File: config.mk
export PLATFORM = sky130hd
export DESIGN_NAME = prn_div_cell
export DESIGN_NICKNAME = d
export VERILOG_FILES = /design/src/prn_pkg.sv /design/src/prn_div_cell.sv
export SDC_FILE = /design/constraint.sdc
export NUM_CORES = 1
export LEC_CHECK = 0
export ABC_CLOCK_PERIOD_IN_PS = 6500
export BUFFER_PORTS_ARGS = -buffer_cell sky130_fd_sc_hd__buf_4
export CORE_MARGIN = 2
export CORE_UTILIZATION = 55
export CTS_BUF_LIST = sky130_fd_sc_hd__clkbuf_4 sky130_fd_sc_hd__clkbuf_8
export DETAILED_ROUTE_END_ITERATION = 8
export MAX_ROUTING_LAYER = met4
export PLACE_DENSITY = 0.85
export RECOVER_POWER = 25
export SLEW_MARGIN = 10
export SYNTH_ARGS = -nofsm -noshare
export SYNTH_HDL_FRONTEND = slang
export SYNTH_SLANG_ARGS = --single-unit
File: constraint.sdc
create_clock -name i_clk -period 6.5 [get_ports i_clk]
set_clock_uncertainty 0.15 [all_clocks]
set_input_delay 0.325 -clock i_clk [delete_from_list [all_inputs] [get_ports i_clk]]
set_output_delay 0.325 -clock i_clk [all_outputs]
set_load 0.03 [all_outputs]
File: src/prn_pkg.sv
`timescale 1ns / 1ps

package prn_pkg;

    // Coordinate format: only the low COORD_W bits of each coordinate port are used
    localparam int COORD_PORT_W = 32;
    localparam int COORD_W      = 32;
    localparam int MAG_W        = 32;              // magnitude of a coordinate, up to 2^31

    // Square root chain: one cell per root bit
    localparam int ROOT_W       = 32;
    localparam int SQ_W         = 2 * ROOT_W;      // squares and their sum
    localparam int REM_W        = ROOT_W + 2;      // partial remainder of the root
    localparam int SQRT_CELLS   = ROOT_W;

    // Normalizing divide: one cell per quotient bit
    localparam int CUT_W        = 31;
    localparam int DREM_W       = CUT_W + 1;
    localparam int QUO_W        = 17;
    localparam int DIV_CELLS    = QUO_W;

    // Configuration registers
    localparam int CFG_IDX_W    = 1;
    localparam int CFG_DATA_W   = CUT_W;
    localparam logic [CFG_IDX_W-1:0] CFG_DEPTH_MODE = 1'd0;
    localparam logic [CFG_IDX_W-1:0] CFG_CUTOFF     = 1'd1;
    localparam logic [CUT_W-1:0]     CUTOFF_RST     = 31'd655360;

    // Word handed along the square root chain
    typedef struct packed {
        logic              valid;
        logic [SQ_W-1:0]   rad;    // radicand bits still to be brought down, msb first
        logic [REM_W-1:0]  rem;
        logic [ROOT_W-1:0] root;
    } t_sqrt_word;

    // Word handed along the divide chain
    typedef struct packed {
        logic              valid;
        logic [DREM_W-1:0] rem;
        logic [QUO_W-1:0]  quo;
    } t_div_word;

endpackage

File: src/prn_div_cell.sv
`timescale 1ns / 1ps

// One quotient bit of a restoring divide by the cutoff.
module prn_div_cell (
    input  logic                         i_clk,
    input  logic                         i_rst_n,
    input  logic                         i_en,
    input  logic [prn_pkg::CUT_W-1:0]    i_cutoff,
    input  prn_pkg::t_div_word           i_word,
    output prn_pkg::t_div_word           o_word
);
    import prn_pkg::*;

    logic [DREM_W-1:0] w_div;
    logic [DREM_W-1:0] w_diff;
    logic              w_take;
    t_div_word         n_word;
    logic              r_valid;
    t_div_word         r_word;

    assign w_div  = {1'b0, i_cutoff};
    assign w_take = (i_word.rem >= w_div);
    assign w_diff = w_take ? (i_word.rem - w_div) : i_word.rem;

    // Remainder stays below the cutoff, so doubling fits
    always_comb begin
        n_word     = i_word;
        n_word.quo = {i_word.quo[QUO_W-2:0], w_take};
        n_word.rem = {w_diff[DREM_W-2:0], 1'b0};
    end

    always_ff @(posedge i_clk) begin
        if (!i_rst_n) begin
            r_valid <= 1'b0;
        end else if (i_en) begin
            r_valid <= i_word.valid;
        end
    end

    always_ff @(posedge i_clk) begin
        if (i_en) begin
            r_word <= n_word;
        end
    end

    always_comb begin
        o_word       = r_word;
        o_word.valid = r_valid;
    end

endmodule

==> results of run 1 <==
cell usage in the layout, fill, tap and decap left out, types with 4 or more instances in the layout:
cell      count
nand4_1       5
clkbuf_4     16
and3_1        4
a21oi_1      34
clkbuf_8      5
edfxtp_1     48
ha_1         31
nand2_1      52
inv_1        43
xor2_1       11
o21bai_1      5
a211oi_1      7
and2_1        4
nor2b_1       5
nand2b_1      5
a21o_1        6
o21ai_0      41
nor2_1       15
xnor2_1      12
buf_4       115
o31ai_1       5
nand3_1       4
nor3_1        4
critical path: stages:
cell and delay [ns]:
buf_4 0.11, ha_1 0.22, fa_1 0.40, nor2b_1 0.17
o31ai_1 0.11, a21oi_1 0.22, o21ai_0 0.24, a211oi_1 0.39
nor2_4 0.06, buf_4 0.29, a2111o_1 0.40, o221a_2 0.13
how the worst max path moves through the flow:
stage	startpoint	end	slack (ns)
final	i_cutoff[0]	o_word[45]$_DFFE_PP_	3.32
after floorplan	i_word[17]	o_word[45]$_DFFE_PP_	3.67
after CTS	i_cutoff[0]	o_word[45]$_DFFE_PP_	3.35
after global placement	i_cutoff[0]	o_word[45]$_DFFE_PP_	3.04
after global routing	i_word[17]	o_word[45]$_DFFE_PP_	3.11
after detailed placement	i_cutoff[0]	o_word[45]$_DFFE_PP_	3.01
layout make-up:
class,count,area [µm²],area share
inverters,44,168,0.0354
well taps,77,96.3,0.0204
repair buffers,132,987,0.209
multi-input cells,287,1920,0.406
flip-flops and latches,49,1460,0.309
clock inverters,3,26.3,0.00556
clock buffers,5,68.8,0.0146
kinds of logic after synthesis:
kind of cell,after synthesis,synth area share
and+or+nand+nor,105,0.133
xor gates and xnor gates,23,0.0553
adders and majority gates,32,0.112
AOI/OAI and AO/OA,124,0.218
other,1,0.00103
DFF,49,0.401
muxes,2,0.00687
buffers and inverters,61,0.0725
power by group through the flow:
stage               clock network (mW)  logic [mW]  registers [mW]
CTS                              0.201       0.404           0.411
floorplan                            0       0.180           0.499
detailed placement                   0       0.402           0.418
global route                     0.210       0.438           0.416
global placement                     0       0.393           0.416
finish                           0.193       0.405           0.411
flip-flops by register name, indices dropped and copies added (netlist names):
register / count
r_valid: 1
o_word: 48
metal layers:
metal  GRT usage  up-vias  share of wire
met3      0.0418        8          0.076
met2       0.444      143           0.49
met4      0.0577        0          0.013
met5           -        -              0
li1            -     1672              -
met1       0.304     1559           0.42
==> out/metrics.csv, run 1 <==
stage,metric,value,unit
clock_network,CTS resizes,0,
clock_network,clk root buf,clkbuf_8,
timing,Finish-stage setup viols,0,
cells_and_area,Fill cells,491,
hold_path,Hold Crit Depth,1,
die,Initial Util,0.570,
clock_network,H-tree Lvls,2,
synth,syn_area_per_cell,9.17,µm²
setup_path,Worst setup SP type,input port,
hold_path,hold crit path type,in -> reg,
clock_network,Inserted Clock Buffers,5,
hold_path,Min-Delay Endpoint,o_word[6]$_DFFE_PP_,
die,Core ar.,6390,µm²
die,die area,7290,µm²
die,Die Ht,85.4,µm
clock_network,"Clk Latency, worst-skew pair",0.30,ns
setup_path,worst path arrival time,3.10,ns
synth,top post-synthesis cells by area,"edfxtp_1 (40%), ha_1 (11%), o21ai_0 (5.6%), nand2_1 (5.4%), a21oi_1 (4.7%)",
clock_network,Post CTS Setup Buffer Count,0,
routing,1st-iter DRT viols,186,
setup_path,WS Path Type,in -> reg,
synth,top-area cell type share of the netlist area,0.396,
routing,vias,3382,
power_and_ir_drop,Power Total,1.01,mW
synth,Yosys cell types,55,
cells_and_area,nets@finish,635,
synth,Syn Nets,513,
setup_path,critical path peak fanout,57,
synth,Post-Synthesis Cells,397,
place,Placed Cells,589,
global_route,first-pass GRT wire length,14600,µm
synth,most numerous cell in the Yosys netlist,nand2_1,
place,dpl cell area,4640,µm²
synth,"top cells by count, synth","nand2_1 (52), edfxtp_1 (48), inv_1 (43), o21ai_0 (41), a21oi_1 (34)",
cells_and_area,Area Overhead vs Synth,29.9,%
place,HPWL Detailed,7000,µm
die,# IOs,134,
synth,Post-Syn Area,3640,µm²
synth,Syn. warnings,0,
timing,setup_tns,0,ns
timing,hold slack,0.0668,ns
clock_network,clock sinks,49,
clock_network,CTS tree,yes,
flow_run,maxcap violations,1,
routing,Wirelength per Cell,15.3,µm
timing,setup ws final,3.32,ns
clock_network,Clock Pin Slew Worst Setup and Hold Paths,0.11,ns
timing,RSZ-0062 raised after global routing,no,
place,Port Buffer Count,131,
die,num rows,29,
synth,main flop type after synthesis,edfxtp_1,
power_and_ir_drop,clock power share,0.191,
timing,headroom to the max-slew limit,-0.827,
timing,Worst-Margin Slew,2.74,ns
setup_path,r2r worst-path depth,2,
power_and_ir_drop,sw frac,0.361,
synth,Post-synth EDFFs,48,
power_and_ir_drop,internal power,0.644,mW
routing,Final ANT Viol Nets,0,
outcome,failing checks,"capacitance limit, slew limit",
cells_and_area,share of cells above drive strength 1,0.285,
setup_path,crit path capture type,flop,
global_route,GRT Total Usage,0.253,
global_route,largest net degree at the start of global routing,58,
global_route,grt ovf,0,
cells_and_area,post-layout util,0.741,
synth,cell taking the most area after synthesis,edfxtp_1,
outcome,status,finished with violations,
setup_path,R2R Path Start,r_valid$_SDFFE_PN0P_,
power_and_ir_drop,Comb pwr share,0.401,
routing,Routed WL,9110,µm
power_and_ir_drop,P_leak,2.17,nW
timing,"Slew Viols, Final",50,
setup_path,capture point of the worst reg-to-reg path,r_valid$_SDFFE_PN0P_,
timing,Max Fclk,0.315,GHz
cells_and_area,Inserted Diodes,0,
timing,Final min period,3.18,ns
timing,Fin. Hold Viols,0,
cells_and_area,post-route cell area,4730,µm²
place,final RePlAce weighted congestion,0.915,
cells_and_area,final std cells w/o fill,597,
setup_path,reg2reg setup slack,5.68,ns
clock_network,Clock Tree Buf Depth,2,
routing,DRC,0,
hold_path,Worst Hold Launch,i_word[5],
routing,DR vias/cell,5.66,
routing,first-pass iteration count of the detailed router,4,
setup_path,data required time at the worst endpoint,6.42,ns
synth,ys async rst share,0,
global_route,initial antenna violation count,0,
power_and_ir_drop,Net Switching,0.364,mW
synth,synthesis-stage register bit count,49,
power_and_ir_drop,sequential share of power,0.408,
place,pre-CTS setup slack,3.01,ns
global_route,vias in the first global route,3201,
power_and_ir_drop,pwr dens,213,nW/µm²
synth,share of the yosys chip area belonging to registers,0.401,
timing,Final period util,0.489,
clock_network,# hold bufs at CTS,0,
die,Die W,85.4,µm
power_and_ir_drop,Peak VDD IR,151,µV
Note: power is estimated with default switching activity, not from simulation.
==> run 2: changes to the inputs <==
Settings changed: ABC_CLOCK_PERIOD_IN_PS 6500 to 2750, CORE_UTILIZATION 55 to 47, PLACE_DENSITY 0.85 to 0.77.
Clock period 6.5 ns to 2.75 ns, I/O delays scaled along.
==> out/metrics.csv, run 2 (synthesis results as in run 1) <==
stage,metric,value,unit,change
global_route,vias in the first global route,3669,,+15%
setup_path,largest stage delay on the critical path,0.55,ns,+0.15 ns
timing,setup ws final,0.151,ns,-3.17 ns
die,die area,8470,µm²,+16%
die,Die Ht,92.0,µm,+7.8%
timing,Finish-stage setup viols,0,,unchanged
cells_and_area,Area Overhead vs Synth,51.4,%,
power_and_ir_drop,internal power,1.73,mW,+170%
cells_and_area,most frequent cells in the layout,"buf_4 (150), nand2_1 (52), edfxtp_1 (48)",,
clock_network,H-tree Lvls,2,,unchanged
routing,DR vias/cell,5.24,,-7.5%
outcome,failing checks,hold timing,,
power_and_ir_drop,clock power share,0.214,,+0.023
global_route,GRT Total Usage,0.252,,-0.000807
routing,Final ANT Viol Nets,0,,unchanged
clock_network,Clock Pin Slew Worst Setup and Hold Paths,0.10,ns,about the same
power_and_ir_drop,Comb pwr share,0.414,,+0.013
place,final RePlAce weighted congestion,0.880,,-3.8%
timing,Final period util,0.945,,
timing,hold slack,-0.00887,ns,-0.0757 ns
global_route,first-pass GRT wire length,16900,µm,+15%
setup_path,CP cell instances,dlygate4sd3_1 > buf_4 > ha_2 > a21o_1 > a31o_2 > o2111ai_2 > a211oi_2 > nor2_4 > buf_4 > and2_1 > a31o_2,,
timing,Worst-Margin Slew,1.28,ns,-1.46 ns
global_route,grt ovf,0,,unchanged
clock_network,Inserted Clock Buffers,5,,unchanged
routing,Wirelength per Cell,14.7,µm,-3.6%
place,Port Buffer Count,131,,unchanged
setup_path,WS Path Type,in -> reg,,
global_route,initial antenna violation count,0,,unchanged
place,pre-CTS setup slack,-0.161,ns,-3.17 ns
power_and_ir_drop,P_leak,2.54,nW,+17%
cells_and_area,Fill cells,570,,+16%
timing,Fin. Hold Viols,1,,+1
timing,Max Fclk,0.385,GHz,
setup_path,data required time at the worst endpoint,2.67,ns,-3.75 ns
cells_and_area,nets@finish,713,,+12%
setup_path,critical path peak fanout,7,,-88%
setup_path,Worst setup SP type,input port,,
setup_path,crit path capture type,flop,,
global_route,largest net degree at the start of global routing,50,,-14%
cells_and_area,post-route cell area,5520,µm²,+17%
setup_path,Crit-path slowest cell,dlygate4sd3_1,,
routing,first-pass iteration count of the detailed router,5,,+1
power_and_ir_drop,sw frac,0.338,,-0.0230
flow_run,maxcap violations,0,,-1
place,dpl cell area,4920,µm²,+6.0%
outcome,status,finished with violations,,
clock_network,clk root buf,clkbuf_8,,
clock_network,Post CTS Setup Buffer Count,0,,unchanged
routing,Routed WL,10300,µm,+13%
clock_network,"Clk Latency, worst-skew pair",0.30,ns,about the same
clock_network,CTS tree,yes,,
cells_and_area,max reg flops,48,,unchanged
hold_path,hold crit path type,in -> reg,,
setup_path,"delay-heaviest family, CP",compound AO/OA/AOI/OAI gates,,
setup_path,worst path arrival time,2.52,ns,-0.58 ns
die,Core ar.,7610,µm²,+19%
die,# IOs,134,,unchanged
clock_network,Clock Tree Buf Depth,2,,unchanged
place,HPWL Detailed,7220,µm,+3.1%
timing,Final min period,2.60,ns,
cells_and_area,share of cells above drive strength 1,0.311,,+0.0264
timing,headroom to the max-slew limit,0.149,,+0.976
power_and_ir_drop,sequential share of power,0.372,,-0.036
power_and_ir_drop,Net Switching,0.883,mW,+140%
routing,DRC,0,,unchanged
timing,RSZ-0062 raised after global routing,no,,
die,num rows,32,,+10%
clock_network,clock sinks,49,,unchanged
timing,"Slew Viols, Final",0,,-100%
cells_and_area,"commonest non-fill, non-tap cell in the layout",buf_4,,
cells_and_area,Inserted Diodes,0,,unchanged
power_and_ir_drop,pwr dens,473,nW/µm²,+120%
die,Die W,92.0,µm,+7.8%
routing,1st-iter DRT viols,198,,+6.5%
die,Initial Util,0.479,,-0.0916
power_and_ir_drop,Peak VDD IR,320,µV,+110%
routing,vias,3670,,+8.5%
setup_path,Crit path buffers/inverters,3,,+1
-- run 2: changes by cell type in the layout (fill, tap and decap cells not counted), moves of 2 or more --
cell,change
a211oi_1,-2
buf_4,+35
dlygate4sd3_1,+45
clkbuf_4,-4
a211oi_2,+2
-- run 2: repair_timing --
action                                  CTS  global route
resized for setup                         0             7
endpoints found under the setup margin    0            28
hold buffers                             45             0
endpoints found under the hold margin    44             0
-- run 2: path summary, 6_finish.rpt --
kind              cells after the start                   end  slack (ns)                  from
setup / recovery                     11  o_word[43]$_DFFE_PP_        0.15            i_word[40]
hold / removal                        3  o_word[38]$_DFFE_PP_      -0.009            i_word[37]
setup reg to reg                      3  r_valid$_SDFFE_PN0P_        1.40  r_valid$_SDFFE_PN0P_
hold reg to reg                       3  r_valid$_SDFFE_PN0P_        0.95  r_valid$_SDFFE_PN0P_
-- run 2: layout make-up --
cell class                      instances  area, µm²  area share
Multi-Input combinational cell        287       1940       0.352
Inverter                               44        168      0.0304
Tap cell                              102        128      0.0231
Clock inverter                          2       37.5     0.00681
Sequential cell                        49       1460       0.265
Clock buffer                            6       82.6      0.0150
Timing Repair Buffer                  210       1700       0.308
-- run 2: metrics by stage --
step / instances / power [mW] / TNS [ns] / hold WS, ns / utilization
final: 700 / 2.61 / 0 / -0.00887 / 0.725
after global routing: 700 / 2.74 / 0 / 0.0157 / 0.725
after CTS: 700 / 2.60 / 0 / 0.00610 / 0.721
after detailed placement: 647 / 2.00 / -1.89 / 0.167 / 0.646
after global placement: 647 / 1.98 / -0.469 / 0.166 / 0.646
after floorplan: 397 / 1.61 / 0 / 0.0864 / -
-- run 2: layer usage --
layer  vias to the layer above  part of all wire  global-route usage
li1                       1828                 -                   -
met2                       127              0.48               0.429
met5                         -                 0                   -
met4                         0             0.013              0.0535
met3                        14             0.071              0.0419
met1                      1701              0.43               0.318
-- run 2: worst min-delay path, cell delays in order --
cell and delay, ns:
buf_4 0.08, nand2_1 0.04, o21ai_0 0.07
-- run 2: power groups by stage --
stage / combinational, mW / clock [mW] / sequential, mW
2_1_floorplan: 0.426 / 0 / 1.18
3_3_place_gp: 0.998 / 0 / 0.985
3_5_place_dp: 1.01 / 0 / 0.986
4_1_cts: 1.07 / 0.564 / 0.970
5_1_grt: 1.17 / 0.585 / 0.983
6_report: 1.08 / 0.558 / 0.972
