**config.mk**
```make
export PLATFORM = sky130hd
export DESIGN_NAME = prn_sqrt_cell
export DESIGN_NICKNAME = d
export VERILOG_FILES = /design/src/prn_pkg.sv /design/src/prn_sqrt_cell.sv
export SDC_FILE = /design/constraint.sdc
export NUM_CORES = 1
export LEC_CHECK = 0
export BUFFER_PORTS_ARGS = -buffer_cell sky130_fd_sc_hd__buf_2
export CAP_MARGIN = 0
export CORE_AREA = 4 4 135 169
export CTS_BUF_LIST = sky130_fd_sc_hd__clkbuf_8
export DETAILED_ROUTE_END_ITERATION = 10
export DIE_AREA = 0 0 139 173
export SETUP_SLACK_MARGIN = 0.1
export SLEW_MARGIN = 20
export SYNTH_ARGS = -nofsm -noshare
export SYNTH_HDL_FRONTEND = slang
export SYNTH_SLANG_ARGS = --single-unit
```
**constraint.sdc**
```tcl
create_clock -name i_clk -period 3.9 [get_ports i_clk]
set_input_delay 0.585 -clock i_clk [delete_from_list [all_inputs] [get_ports i_clk]]
set_output_delay 0.585 -clock i_clk [all_outputs]
set_load 0.05 [all_outputs]
```
**src/prn_pkg.sv**
```systemverilog
`timescale 1ns / 1ps

package prn_pkg;

    // Coordinate format: only the low COORD_W bits of each coordinate port are used
    localparam int COORD_PORT_W = 32;
    localparam int COORD_W      = 32;
    localparam int MAG_W        = 32;              // magnitude of a coordinate, up to 2^31

    // Square root chain: one cell per root bit
    localparam int ROOT_W       = 32;
    localparam int SQ_W         = 2 * ROOT_W;      // squares and their sum
    localparam int REM_W        = ROOT_W + 2;      // partial remainder of the root
    localparam int SQRT_CELLS   = ROOT_W;

    // Normalizing divide: one cell per quotient bit
    localparam int CUT_W        = 31;
    localparam int DREM_W       = CUT_W + 1;
    localparam int QUO_W        = 17;
    localparam int DIV_CELLS    = QUO_W;

    // Configuration registers
    localparam int CFG_IDX_W    = 1;
    localparam int CFG_DATA_W   = CUT_W;
    localparam logic [CFG_IDX_W-1:0] CFG_DEPTH_MODE = 1'd0;
    localparam logic [CFG_IDX_W-1:0] CFG_CUTOFF     = 1'd1;
    localparam logic [CUT_W-1:0]     CUTOFF_RST     = 31'd655360;

    // Word handed along the square root chain
    typedef struct packed {
        logic              valid;
        logic [SQ_W-1:0]   rad;    // radicand bits still to be brought down, msb first
        logic [REM_W-1:0]  rem;
        logic [ROOT_W-1:0] root;
    } t_sqrt_word;

    // Word handed along the divide chain
    typedef struct packed {
        logic              valid;
        logic [DREM_W-1:0] rem;
        logic [QUO_W-1:0]  quo;
    } t_div_word;

endpackage

```
**src/prn_sqrt_cell.sv**
```systemverilog
`timescale 1ns / 1ps

// One digit of a restoring square root: brings down two radicand bits and
// settles one root bit.
module prn_sqrt_cell (
    input  logic                 i_clk,
    input  logic                 i_rst_n,
    input  logic                 i_en,
    input  prn_pkg::t_sqrt_word  i_word,
    output prn_pkg::t_sqrt_word  o_word
);
    import prn_pkg::*;

    logic [REM_W+1:0] w_rem_sh;
    logic [REM_W+1:0] w_trial;
    logic [REM_W+1:0] w_diff;
    logic             w_take;
    t_sqrt_word       n_word;
    logic             r_valid;
    t_sqrt_word       r_word;

    // Trial subtract of (4*root + 1)
    assign w_rem_sh = {i_word.rem, i_word.rad[SQ_W-1 -: 2]};
    assign w_trial  = {2'b00, i_word.root, 2'b01};
    assign w_diff   = w_rem_sh - w_trial;
    assign w_take   = (w_rem_sh >= w_trial);

    always_comb begin
        n_word       = i_word;
        n_word.rad   = {i_word.rad[SQ_W-3:0], 2'b00};
        n_word.root  = {i_word.root[ROOT_W-2:0], w_take};
        n_word.rem   = w_take ? w_diff[REM_W-1:0] : w_rem_sh[REM_W-1:0];
    end

    always_ff @(posedge i_clk) begin
        if (!i_rst_n) begin
            r_valid <= 1'b0;
        end else if (i_en) begin
            r_valid <= i_word.valid;
        end
    end

    always_ff @(posedge i_clk) begin
        if (i_en) begin
            r_word <= n_word;
        end
    end

    always_comb begin
        o_word       = r_word;
        o_word.valid = r_valid;
    end

endmodule

```
==> results.rst, run 1 <==
.. list-table::
   :header-rows: 1

   * - Metric
     - Value
   * - Status
     - finished, final reports clean
   * - Pleak
     - 3.69 nW
   * - Final min period
     - 2940 ps
   * - Initial Util
     - 29.4%
   * - Post-cts gate resize count
     - 0
   * - Post-detailed-route via-to-cell ratio
     - 4.55
   * - Cell Count, Final, Fillers Out
     - 1066
   * - Transition time of the tightest slew-check pin
     - 962 ps
   * - Area added between synthesis and finish
     - 32.4%
   * - Number of antenna-violating nets in the routed design
     - 0
   * - First-pass GRT wire length
     - 27600 µm
   * - Crit path capture
     - o_word[55]
   * - Crit Reg-Reg Endpoint
     - r_valid
   * - Crit path max fanout
     - 30
   * - Number of maximum-capacitance violations
     - 0
   * - Total power draw
     - 4.02 mW
   * - Biggest cell delay along the critical path
     - 420 ps
   * - Most frequent cells in the layout
     - 261 x sky130_fd_sc_hd__buf_2, 128 x sky130_fd_sc_hd__edfxtp_1, 48 x sky130_fd_sc_hd__nand2_1
   * - Post-synthesis average cell area
     - 12.6 µm²
   * - Number of H-tree branching levels
     - 4
   * - Ys Warns
     - 0
   * - Root buffer cell
     - sky130_fd_sc_hd__clkbuf_8
   * - Port Buffers
     - 262
   * - Y dimension of the die
     - 173 µm
   * - Peak supply drop
     - 0.193 mV
   * - Via count of the first global-routing pass
     - 4990
   * - Number of synthesized flops with an enable pin
     - 128
   * - GRT Resource Usage Total
     - 14.8%
   * - Primary FF master, synth
     - sky130_fd_sc_hd__edfxtp_1
   * - WHS
     - 305 ps
   * - Post-Place Cells
     - 1031
   * - Number of max-slew violations in the final report
     - 0
   * - Setup TNS
     - 0 ps
   * - Initial antenna violation count
     - 3
   * - Routed WL per cell
     - 16.9 µm
   * - Worst R2R Path Depth
     - 2
   * - TritonCTS clock tree
     - yes
   * - DPL Wire Length
     - 14100 µm
   * - Cell area after synthesis
     - 0.00626 mm²
   * - Share of flip-flops with an asynchronous set or reset after synthesis
     - 0%
   * - 1st-iter DRT viols
     - 223
   * - Layout cell share with drive strength beyond 1
     - 39.4%
   * - Clk buf depth
     - 2
   * - Highest clock rate
     - 0.340 GHz
   * - Cell Rows
     - 60
   * - Synthesized flop and latch total
     - 129
   * - Launching element of the worst setup path
     - i_word[7]
   * - Setup violators final
     - 0
   * - Final routed DRC violation total
     - 0
   * - Number of primary I/O pins
     - 265
   * - Cell Area, Placed
     - 0.00790 mm²
   * - Final Skew
     - 0 ps
   * - Unique masters post-synth
     - 58
   * - Cell type of the slowest stage on the worst timing path
     - sky130_fd_sc_hd__o41ai_1
   * - Number of buffers inserted during clock tree synthesis
     - 17
   * - DRT Pass-1 Iters
     - 4
   * - Type of the tightest min-delay check
     - input port to flip-flop
   * - Max transition margin
     - 35.9%
   * - Number of instances in the synthesized netlist
     - 498
   * - CP Data Arrival Time
     - 3130 ps
   * - Setup repair after global routing missed its margin
     - false
   * - Reg2reg start
     - r_valid
   * - Overall via count from detail_route
     - 4850
   * - Setup slack after placement
     - 445 ps
   * - Clock sinks
     - 129
   * - DIE WIDTH
     - 139 µm
   * - Min setup slack post-route
     - 956 ps
   * - Setup slack of the worst register-to-register path
     - 3290 ps
   * - DRT Wirelength
     - 18000 µm
   * - Kind of critical path
     - input port to flip-flop
   * - Fraction of the cycle the final worst path needs
     - 75.5%
   * - Number of hold-slack violations in the final timing report
     - 0
   * - Worst EP required
     - 4080 ps
   * - Endpoint type of the worst setup path
     - flip-flop
   * - Final cell utilization of the core
     - 38.9%
   * - Clock transition at the registers of the reported paths
     - 90 ps
   * - Kind of start point of the critical path
     - input port
   * - Maximum number of pins on one net before global-route repair
     - 97
   * - Setup repair bufs after CTS
     - 0
   * - Core footprint
     - 0.0213 mm²
   * - Post-layout nets
     - 939
   * - Final non-filler cell area
     - 0.00829 mm²
   * - Latest clock arrival within the worst-skew pair
     - 450 ps
   * - Total power per unit cell area
     - 485 mW/mm²
   * - Critical Path, Cell by Cell
     - buf_2, inv_1, ha_1, a21o_1, o41ai_1, o211ai_1, a211oi_1, o21a_2, buf_4, o31ai_1
   * - Most common cell after layout, fill and taps aside
     - sky130_fd_sc_hd__buf_2
   * - Sequential-to-total area share from yosys stat
     - 61.7%
   * - Last weighted congestion value of the routability-driven placer
     - 0.790
   * - Global-route congestion overflow total
     - 0
   * - Die footprint
     - 0.0240 mm²
   * - Count of hold-fix buffers inserted at cts
     - 0
registers in the layout (all words and copies together), names as in the netlist:
register / flops
r_valid: 1
o_word: 128
worst min-delay path by stage:
stage                      from          end  cells after the start
finish               i_word[71]   o_word[73]                      1
global route        i_word[116]  o_word[118]                      1
global placement        r_valid      r_valid                      2
detailed placement      r_valid      r_valid                      2
floorplan               r_valid      r_valid                      2
CTS                  i_word[71]   o_word[73]                      1
cell type report:
type | instances | area [µm²]
inverter | 42 | 158
timing repair buffer | 268 | 1360
multi-input combinational | 313 | 2170
sequential | 129 | 3860
clock inverter | 15 | 148
tap | 279 | 349
fill | 2137 | 13000
clock buffer | 17 | 234
antenna | 3 | 7.51
critical path, delay by kind of cell:
family	cells	cell delay [ps]
adders and majority gates	1	370
AOI/OAI and AO/OA	6	1670
buffers and inverters	3	470
routing by layer:
metal | track usage [%] | up-vias | routed length [µm]
met5 | 0 | - | 0
met1 | 16.8 | 2249 | 7320
li1 | - | 2398 | -
met2 | 26.5 | 181 | 9250
met3 | 4.45 | 22 | 1120
met4 | 4.89 | 0 | 363
synthesized netlist by cell type, types with 5 or more instances:
cell	instances	area (µm²)
sky130_fd_sc_hd__clkbuf_1	5	18.8
sky130_fd_sc_hd__xor2_1	16	140
sky130_fd_sc_hd__nand2_1	48	180
sky130_fd_sc_hd__nor2_1	14	52.6
sky130_fd_sc_hd__ha_1	34	425
sky130_fd_sc_hd__edfxtp_1	128	3840
sky130_fd_sc_hd__o21ai_1	31	155
sky130_fd_sc_hd__nor3_1	8	40.0
sky130_fd_sc_hd__a21o_1	21	158
sky130_fd_sc_hd__a31oi_1	5	31.3
sky130_fd_sc_hd__and3_1	9	56.3
sky130_fd_sc_hd__a21oi_1	26	130
sky130_fd_sc_hd__buf_2	6	30.0
sky130_fd_sc_hd__and2_1	6	37.5
sky130_fd_sc_hd__inv_1	41	154
sky130_fd_sc_hd__o21ai_0	12	60.1
sky130_fd_sc_hd__xnor2_1	12	105
sky130_fd_sc_hd__nand4_1	7	43.8
sky130_fd_sc_hd__nand2b_1	6	37.5
cells by family (layout without fill, tap and decap cells):
| logic type | count (synthesis) | after routing | share of synthesized area [%] |
|---|---|---|---|
| mux | 7 | 7 | 1.18 |
| simple gates | 113 | 113 | 8.81 |
| fa+ha+maj | 34 | 34 | 6.79 |
| xor+xnor | 28 | 28 | 3.92 |
| compound gates | 129 | 129 | 13.8 |
| other cells | 1 | 5 | 0.0599 |
| buf+inv | 57 | 342 | 3.78 |
| flops | 129 | 129 | 61.7 |
where the power goes:
part	leakage, nW	internal, mW	switching (mW)
clock network	0.182	0.522	0.619
logic	2.25	0.310	0.846
registers	1.26	1.69	0.0311
total	3.69	2.52	1.50
(Power assumes the default switching activity.)
==> run 2: changes to the inputs <==
==> constraint.sdc (replaced) <==
create_clock -name i_clk -period 2.75 [get_ports i_clk]
set_input_delay 0.4125 -clock i_clk [delete_from_list [all_inputs] [get_ports i_clk]]
set_output_delay 0.4125 -clock i_clk [all_outputs]
set_load 0.05 [all_outputs]
==> run 2 against run 1 <==
Compared with the run above:
- first-iteration DRC count rose by 17%
- non-clock buffer count grew 68
- hold slack worse by 160 ps
- utilization grew 3.3 points
- worst setup slack worse by 710 ps
- sequential share of layout area shrank 3.6 points
- routed wire length decreased by 1.2%
- via count increased by 4.6%
- total power grew 53%
- sequential power rose by 42%
- critical endpoint is now o_word[58]
- largest cell class unchanged
==> results.rst, run 2 (synthesis gave the netlist of run 1 again) <==
.. list-table::
   :header-rows: 1

   * - Metric
     - Value
   * - DIE WIDTH
     - 139 µm (unchanged)
   * - Number of maximum-capacitance violations
     - 0 (unchanged)
   * - Total power per unit cell area
     - 686 mW/mm² (+41%)
   * - Crit path max fanout
     - 26 (-13%)
   * - DRT Wirelength
     - 17800 µm (-1.2%)
   * - First-pass GRT wire length
     - 28200 µm (+1.9%)
   * - Worst EP required
     - 2950 ps (-1130 ps)
   * - GRT Resource Usage Total
     - 14.9% (+0.13 points)
   * - Area added between synthesis and finish
     - 43.6%
   * - Routed WL per cell
     - 15.8 µm (-6.8%)
   * - Number of max-slew violations in the final report
     - 0 (unchanged)
   * - Total power draw
     - 6.17 mW (+53%)
   * - DPL Wire Length
     - 13900 µm (-1.4%)
   * - Initial antenna violation count
     - 2 (-1)
   * - Die footprint
     - 0.0240 mm² (unchanged)
   * - Global-route congestion overflow total
     - 0 (unchanged)
   * - 1st-iter DRT viols
     - 260 (+17%)
   * - Endpoint type of the worst setup path
     - flip-flop
   * - Setup repair bufs after CTS
     - 0 (unchanged)
   * - Number of antenna-violating nets in the routed design
     - 0 (unchanged)
   * - Cell Rows
     - 60 (unchanged)
   * - Post-layout nets
     - 1007 (+7.2%)
   * - Most frequent cells in the layout
     - 261 x sky130_fd_sc_hd__buf_2, 128 x sky130_fd_sc_hd__edfxtp_1, 70 x sky130_fd_sc_hd__buf_4
   * - Cell Count, Final, Fillers Out
     - 1130 (+6.0%)
   * - Antenna diode count
     - 0 (-3)
   * - Count of hold-fix buffers inserted at cts
     - 0 (unchanged)
   * - Fraction of the cycle the final worst path needs
     - 91.2%
   * - Number of primary I/O pins
     - 265 (unchanged)
   * - Number of H-tree branching levels
     - 4 (unchanged)
   * - Port Buffers
     - 262 (unchanged)
   * - Number of buffers inserted during clock tree synthesis
     - 17 (unchanged)
   * - Latest clock arrival within the worst-skew pair
     - 430 ps (-20 ps)
   * - Y dimension of the die
     - 173 µm (unchanged)
   * - Transition time of the tightest slew-check pin
     - 863 ps (-99.0 ps)
   * - Most common cell after layout, fill and taps aside
     - sky130_fd_sc_hd__buf_2
   * - Post-cts gate resize count
     - 0 (unchanged)
   * - Layout cell share with drive strength beyond 1
     - 45.2% (+5.8 points)
   * - Clk buf depth
     - 2 (unchanged)
   * - Highest clock rate
     - 0.399 GHz
   * - Max transition margin
     - 42.5% (+6.6 points)
   * - Clock sinks
     - 129 (unchanged)
   * - Setup violators final
     - 0 (unchanged)
   * - Final Skew
     - 0 ps (unchanged)
   * - Max FFs per register
     - 128 (unchanged)
   * - Maximum number of pins on one net before global-route repair
     - 130 (+34%)
   * - Peak supply drop
     - 0.256 mV (+32%)
   * - Root buffer cell
     - sky130_fd_sc_hd__clkbuf_8
   * - Overall via count from detail_route
     - 5072 (+4.6%)
   * - Last weighted congestion value of the routability-driven placer
     - 0.843 (+6.6%)
   * - CP Data Arrival Time
     - 2700 ps (-430 ps)
   * - Post-Place Cells
     - 1099 (+6.6%)
   * - Post-detailed-route via-to-cell ratio
     - 4.49 (-1.3%)
   * - Kind of start point of the critical path
     - input port
   * - Core footprint
     - 0.0213 mm² (unchanged)
   * - Kind of critical path
     - input port to flip-flop
   * - Setup repair after global routing missed its margin
     - false
   * - Type of the tightest min-delay check
     - input port to flip-flop
   * - Via count of the first global-routing pass
     - 5229 (+4.8%)
   * - Final routed DRC violation total
     - 0 (unchanged)
   * - Clock transition at the registers of the reported paths
     - 80 ps (about the same)
   * - DRT Pass-1 Iters
     - 4 (unchanged)
   * - Number of hold-slack violations in the final timing report
     - 0 (unchanged)
   * - Initial Util
     - 29.4% (unchanged)
   * - TritonCTS clock tree
     - yes
   * - Final min period
     - 2510 ps
   * - Pleak
     - 4.10 nW (+11%)
   * - Status
     - finished, final reports clean
## run 2: final timing paths
check             startpoint          to  slack (ps)  cells after the start
hold reg to reg      r_valid     r_valid         520                      2
setup reg to reg     r_valid     r_valid        2160                      2
hold / removal    i_word[86]  o_word[88]         140                      1
setup / recovery   i_word[4]  o_word[58]         240                     13
## run 2: power breakdown
group | leakage (nW) | switching, mW | total [mW] | internal, mW
clock network | 0.234 | 0.846 | 1.94 | 1.10
registers | 1.26 | 0.0453 | 2.45 | 2.40
logic | 2.61 | 1.22 | 1.78 | 0.556
## run 2: worst max-delay path, stage by stage
cell and delay (ps):
sky130_fd_sc_hd__buf_2 80, sky130_fd_sc_hd__inv_1 40, sky130_fd_sc_hd__ha_1 340, sky130_fd_sc_hd__nand4_1 140, sky130_fd_sc_hd__or2_1 260, sky130_fd_sc_hd__nor3_2 200, sky130_fd_sc_hd__buf_4 150, sky130_fd_sc_hd__a311o_1 190
sky130_fd_sc_hd__a211oi_1 60, sky130_fd_sc_hd__o21a_2 290, sky130_fd_sc_hd__buf_12 180, sky130_fd_sc_hd__and2_1 160, sky130_fd_sc_hd__a31o_1 180
## run 2: routing by layer
metal  wire length (µm)  up-vias  track usage [%]
met5                 34        -                0
met4                203        4             3.96
met1               7130     2345             17.2
met2               9260      183             26.7
li1                   -     2523                -
met3               1220       17             4.79
## run 2: final cells by class
| class | count | area [µm²] |
|---|---|---|
| Clock buffer | 17 | 234 |
| Clock inverter | 14 | 230 |
| Fill cell | 2109 | 12300 |
| Inverter | 42 | 158 |
| Multi-Input combinational cell | 313 | 2240 |
| Sequential cell | 129 | 3860 |
| Tap cell | 279 | 349 |
| Timing Repair Buffer | 336 | 1920 |
## run 2: metrics by stage
| step | cell area [µm²] | hold WS (ps) | setup TNS [ps] | utilization [%] | worst slack, ps |
|---|---|---|---|---|---|
| finish | 8990 | 142 | 0 | 42.2 | 242 |
| global route | 8990 | 89.2 | 0 | 42.2 | 97.3 |
| CTS | 8980 | 98.9 | 0 | 42.1 | 225 |
| detailed placement | 8520 | 506 | -4690 | 40.0 | -297 |
| global placement | 8520 | 491 | -4430 | 40.0 | -261 |
| floorplan | 6330 | 484 | 0 | - | 38.8 |
==> run 3: changes to the inputs <==
--- a/config.mk
+++ b/config.mk
@@ -5,7 +5,7 @@
 export SDC_FILE = /design/constraint.sdc
 export NUM_CORES = 1
 export LEC_CHECK = 0
-export BUFFER_PORTS_ARGS = -buffer_cell sky130_fd_sc_hd__buf_2
+export BUFFER_PORTS_ARGS = -buffer_cell sky130_fd_sc_hd__clkbuf_2
 export CAP_MARGIN = 0
 export CORE_AREA = 4 4 135 169
 export CTS_BUF_LIST = sky130_fd_sc_hd__clkbuf_8
@@ -16,3 +16,4 @@
 export SYNTH_ARGS = -nofsm -noshare
 export SYNTH_HDL_FRONTEND = slang
 export SYNTH_SLANG_ARGS = --single-unit
+export TNS_END_PERCENT = 1
==> run 3 against run 2 <==
Compared with the run above:
- count of clock-buffer cells in the layout did not move
- fmax fell by 0.47%
- utilization rose by 0.12 points
- hold slack got worse by 11 ps
- global-route usage fell by 0.14 points
- largest power group unchanged
- cell count rose by 1.5%
- worst setup slack got worse by 12 ps
- critical endpoint is now o_word[65]
- first-iteration DRC count fell by 16%
- routed wire length rose by 0.27%
==> results.rst, run 3 (synthesis gave the netlist of run 1 again) <==
.. list-table::
   :header-rows: 1

   * - Metric
     - Value
   * - Status
     - finished, final reports clean
   * - Most common cell after layout, fill and taps aside
     - sky130_fd_sc_hd__clkbuf_2
   * - Gr busiest metal
     - met2
   * - Post-detailed-route via-to-cell ratio
     - 4.47 (-0.45%)
   * - Y dimension of the die
     - 173 µm (unchanged)
   * - First-pass GRT wire length
     - 27900 µm (-0.98%)
   * - Kind of critical path
     - input port to flip-flop
   * - Final Skew
     - 0 ps (unchanged)
   * - Die footprint
     - 0.0240 mm² (unchanged)
   * - Root buffer cell
     - sky130_fd_sc_hd__clkbuf_8
   * - Fraction of the cycle the final worst path needs
     - 91.6% (+0.43 points)
   * - Latest clock arrival within the worst-skew pair
     - 450 ps (+20 ps)
   * - Maximum number of pins on one net before global-route repair
     - 54 (-58%)
   * - Clock transition at the registers of the reported paths
     - 90 ps (about the same)
   * - Max FFs per register
     - 128 (unchanged)
   * - DPL Wire Length
     - 14300 µm (+3.4%)
   * - Clock sinks
     - 129 (unchanged)
   * - Min setup slack post-route
     - 230 ps (-11.8 ps)
   * - 1st-iter DRT viols
     - 219 (-16%)
   * - Number of buffers inserted during clock tree synthesis
     - 17 (unchanged)
   * - Overall via count from detail_route
     - 5125 (+1.0%)
   * - DRT Pass-1 Iters
     - 5 (+1)
   * - TritonCTS clock tree
     - yes
   * - Core footprint
     - 0.0213 mm² (unchanged)
   * - Setup repair after global routing missed its margin
     - true
   * - Routed WL per cell
     - 15.6 µm (-1.2%)
   * - Number of max-slew violations in the final report
     - 0 (unchanged)
   * - Antenna diode count
     - 0 (unchanged)
   * - M1 GR Usage
     - 16.7% (-0.53 points)
   * - Setup TNS
     - 0 ps (unchanged)
   * - Fill count
     - 2108 (-0.047%)
   * - Setup slack of the worst register-to-register path
     - 2170 ps (about the same)
   * - Worst EP required
     - 2950 ps (about the same)
   * - DIE WIDTH
     - 139 µm (unchanged)
   * - Cell Count, Final, Fillers Out
     - 1147 (+1.5%)
   * - Setup slack after placement
     - -223 ps (+74.2 ps)
   * - Reg2reg start
     - r_valid
   * - GRT Resource Usage Total
     - 14.8% (-0.14 points)
   * - Layout cell share with drive strength beyond 1
     - 45.7% (+0.50 points)
   * - Via count of the first global-routing pass
     - 5324 (+1.8%)
   * - Worst R2R Path Depth
     - 2 (unchanged)
   * - Setup violators final
     - 0 (unchanged)
   * - Met3 global-route usage
     - 4.45% (-0.33 points)
   * - Pleak
     - 4.20 nW (+2.4%)
   * - Number of primary I/O pins
     - 265 (unchanged)
   * - Final cell utilization of the core
     - 42.3% (+0.12 points)
   * - Total power draw
     - 6.04 mW (-2.1%)
   * - Final min period
     - 2520 ps (+11.8 ps)
   * - Port Buffers
     - 262 (unchanged)
   * - Crit path max fanout
     - 5 (-81%)
   * - Hold path endpoint
     - o_word[77]
   * - Post-layout nets
     - 1023 (+1.6%)
   * - Peak supply drop
     - 0.291 mV (+14%)
   * - Number of hold-slack violations in the final timing report
     - 0 (unchanged)
   * - Final routed DRC violation total
     - 0 (unchanged)
   * - Cell Rows
     - 60 (unchanged)
   * - Max transition margin
     - 65.6% (+23 points)
   * - Count of hold-fix buffers inserted at cts
     - 0 (unchanged)
   * - Total power per unit cell area
     - 670 mW/mm² (-2.4%)
   * - Highest clock rate
     - 0.397 GHz (-0.47%)
   * - Type of the tightest min-delay check
     - input port to flip-flop
   * - Number of maximum-capacitance violations
     - 0 (unchanged)
   * - Clk buf depth
     - 2 (unchanged)
   * - Endpoint type of the worst setup path
     - flip-flop
   * - Hold Path Cell Cnt
     - 1 (unchanged)
   * - Met2 Usage GRT
     - 26.7% (unchanged)
   * - Most frequent cells in the layout
     - 261 x sky130_fd_sc_hd__clkbuf_2, 128 x sky130_fd_sc_hd__edfxtp_1, 88 x sky130_fd_sc_hd__buf_4
   * - Kind of start point of the critical path
     - input port
   * - CP Data Arrival Time
     - 2720 ps (+20 ps)
   * - Transition time of the tightest slew-check pin
     - 513 ps (-350 ps)
   * - Hold path startpoint
     - i_word[75]
   * - Area added between synthesis and finish
     - 44.0%
   * - Initial antenna violation count
     - 0 (-2)
   * - Crit Reg-Reg Endpoint
     - r_valid
   * - DRT Wirelength
     - 17900 µm (+0.27%)
   * - Initial Util
     - 29.4% (unchanged)
   * - Number of antenna-violating nets in the routed design
     - 0 (unchanged)
   * - Global-route congestion overflow total
     - 0 (unchanged)
   * - Last weighted congestion value of the routability-driven placer
     - 0.843 (about the same)
   * - Post-Place Cells
     - 1115 (+1.5%)
   * - Number of H-tree branching levels
     - 4 (unchanged)
==> run 3: changes by cell type in the layout (fill, tap and decap cells not counted), sizes merged <==
cell	delta
inv	+4
bufinv	-2
clkinv	-3
clkbuf	+261
buf	-245
clkinvlp	+2
==> run 3: worst max path at each step <==
stage                     startpoint  cells past startpoint          to  slack, ps
after floorplan           i_word[18]                     11  o_word[35]         40
after global placement     i_word[0]                     11  o_word[58]       -200
after detailed placement   i_word[0]                     11  o_word[58]       -220
after CTS                  i_word[0]                     12  o_word[65]        280
after global routing       i_word[0]                     12  o_word[64]         80
final                      i_word[9]                     12  o_word[65]        230
==> run 3: power by group <==
group	switching (mW)	total (mW)	leakage [nW]	internal (mW)
clock	0.879	1.80	0.210	0.924
combinational	1.22	1.78	2.73	0.563
sequential	0.0523	2.45	1.26	2.40
==> run 3: cell type report <==
cell class	count	area [µm²]	share of cell area (%)
flip-flops and latches	129	3860	42.8
multi-input cells	313	2210	24.5
inverters	42	158	1.75
repair buffers	352	2020	22.4
clock inverters	15	193	2.14
well taps	279	349	3.87
clock buffers	17	234	2.59
==> run 3: timing repair <==
action                     CTS  global route
buffers inserted             0             0
setup endpoints to repair    0             2
resized for setup            0             1
==> run 3: worst max-delay path, stage by stage <==
cell and delay [ps]:
sky130_fd_sc_hd__clkbuf_2 90, sky130_fd_sc_hd__inv_1 40, sky130_fd_sc_hd__ha_1 360, sky130_fd_sc_hd__and3_1 200, sky130_fd_sc_hd__and2_1 160, sky130_fd_sc_hd__buf_4 120
sky130_fd_sc_hd__o211ai_1 100, sky130_fd_sc_hd__a21oi_1 290, sky130_fd_sc_hd__o21ai_1 120, sky130_fd_sc_hd__buf_4 160, sky130_fd_sc_hd__and4b_1 180, sky130_fd_sc_hd__o41ai_1 490
==> run 3: through the flow <==
step,cell area (µm²),hold slack [ps]
6_report,9020,131
5_1_grt,9020,86.7
4_1_cts,9020,80.1
3_5_place_dp,8590,508
3_3_place_gp,8590,498
2_1_floorplan,6300,484
==> run 3: layer usage <==
metal / vias up / part of all wire (%)
met3: 19 / 6.1
met1: 2369 / 41
li1: 2560 / -
met4: 0 / 1.5
met5: - / 0
met2: 177 / 52
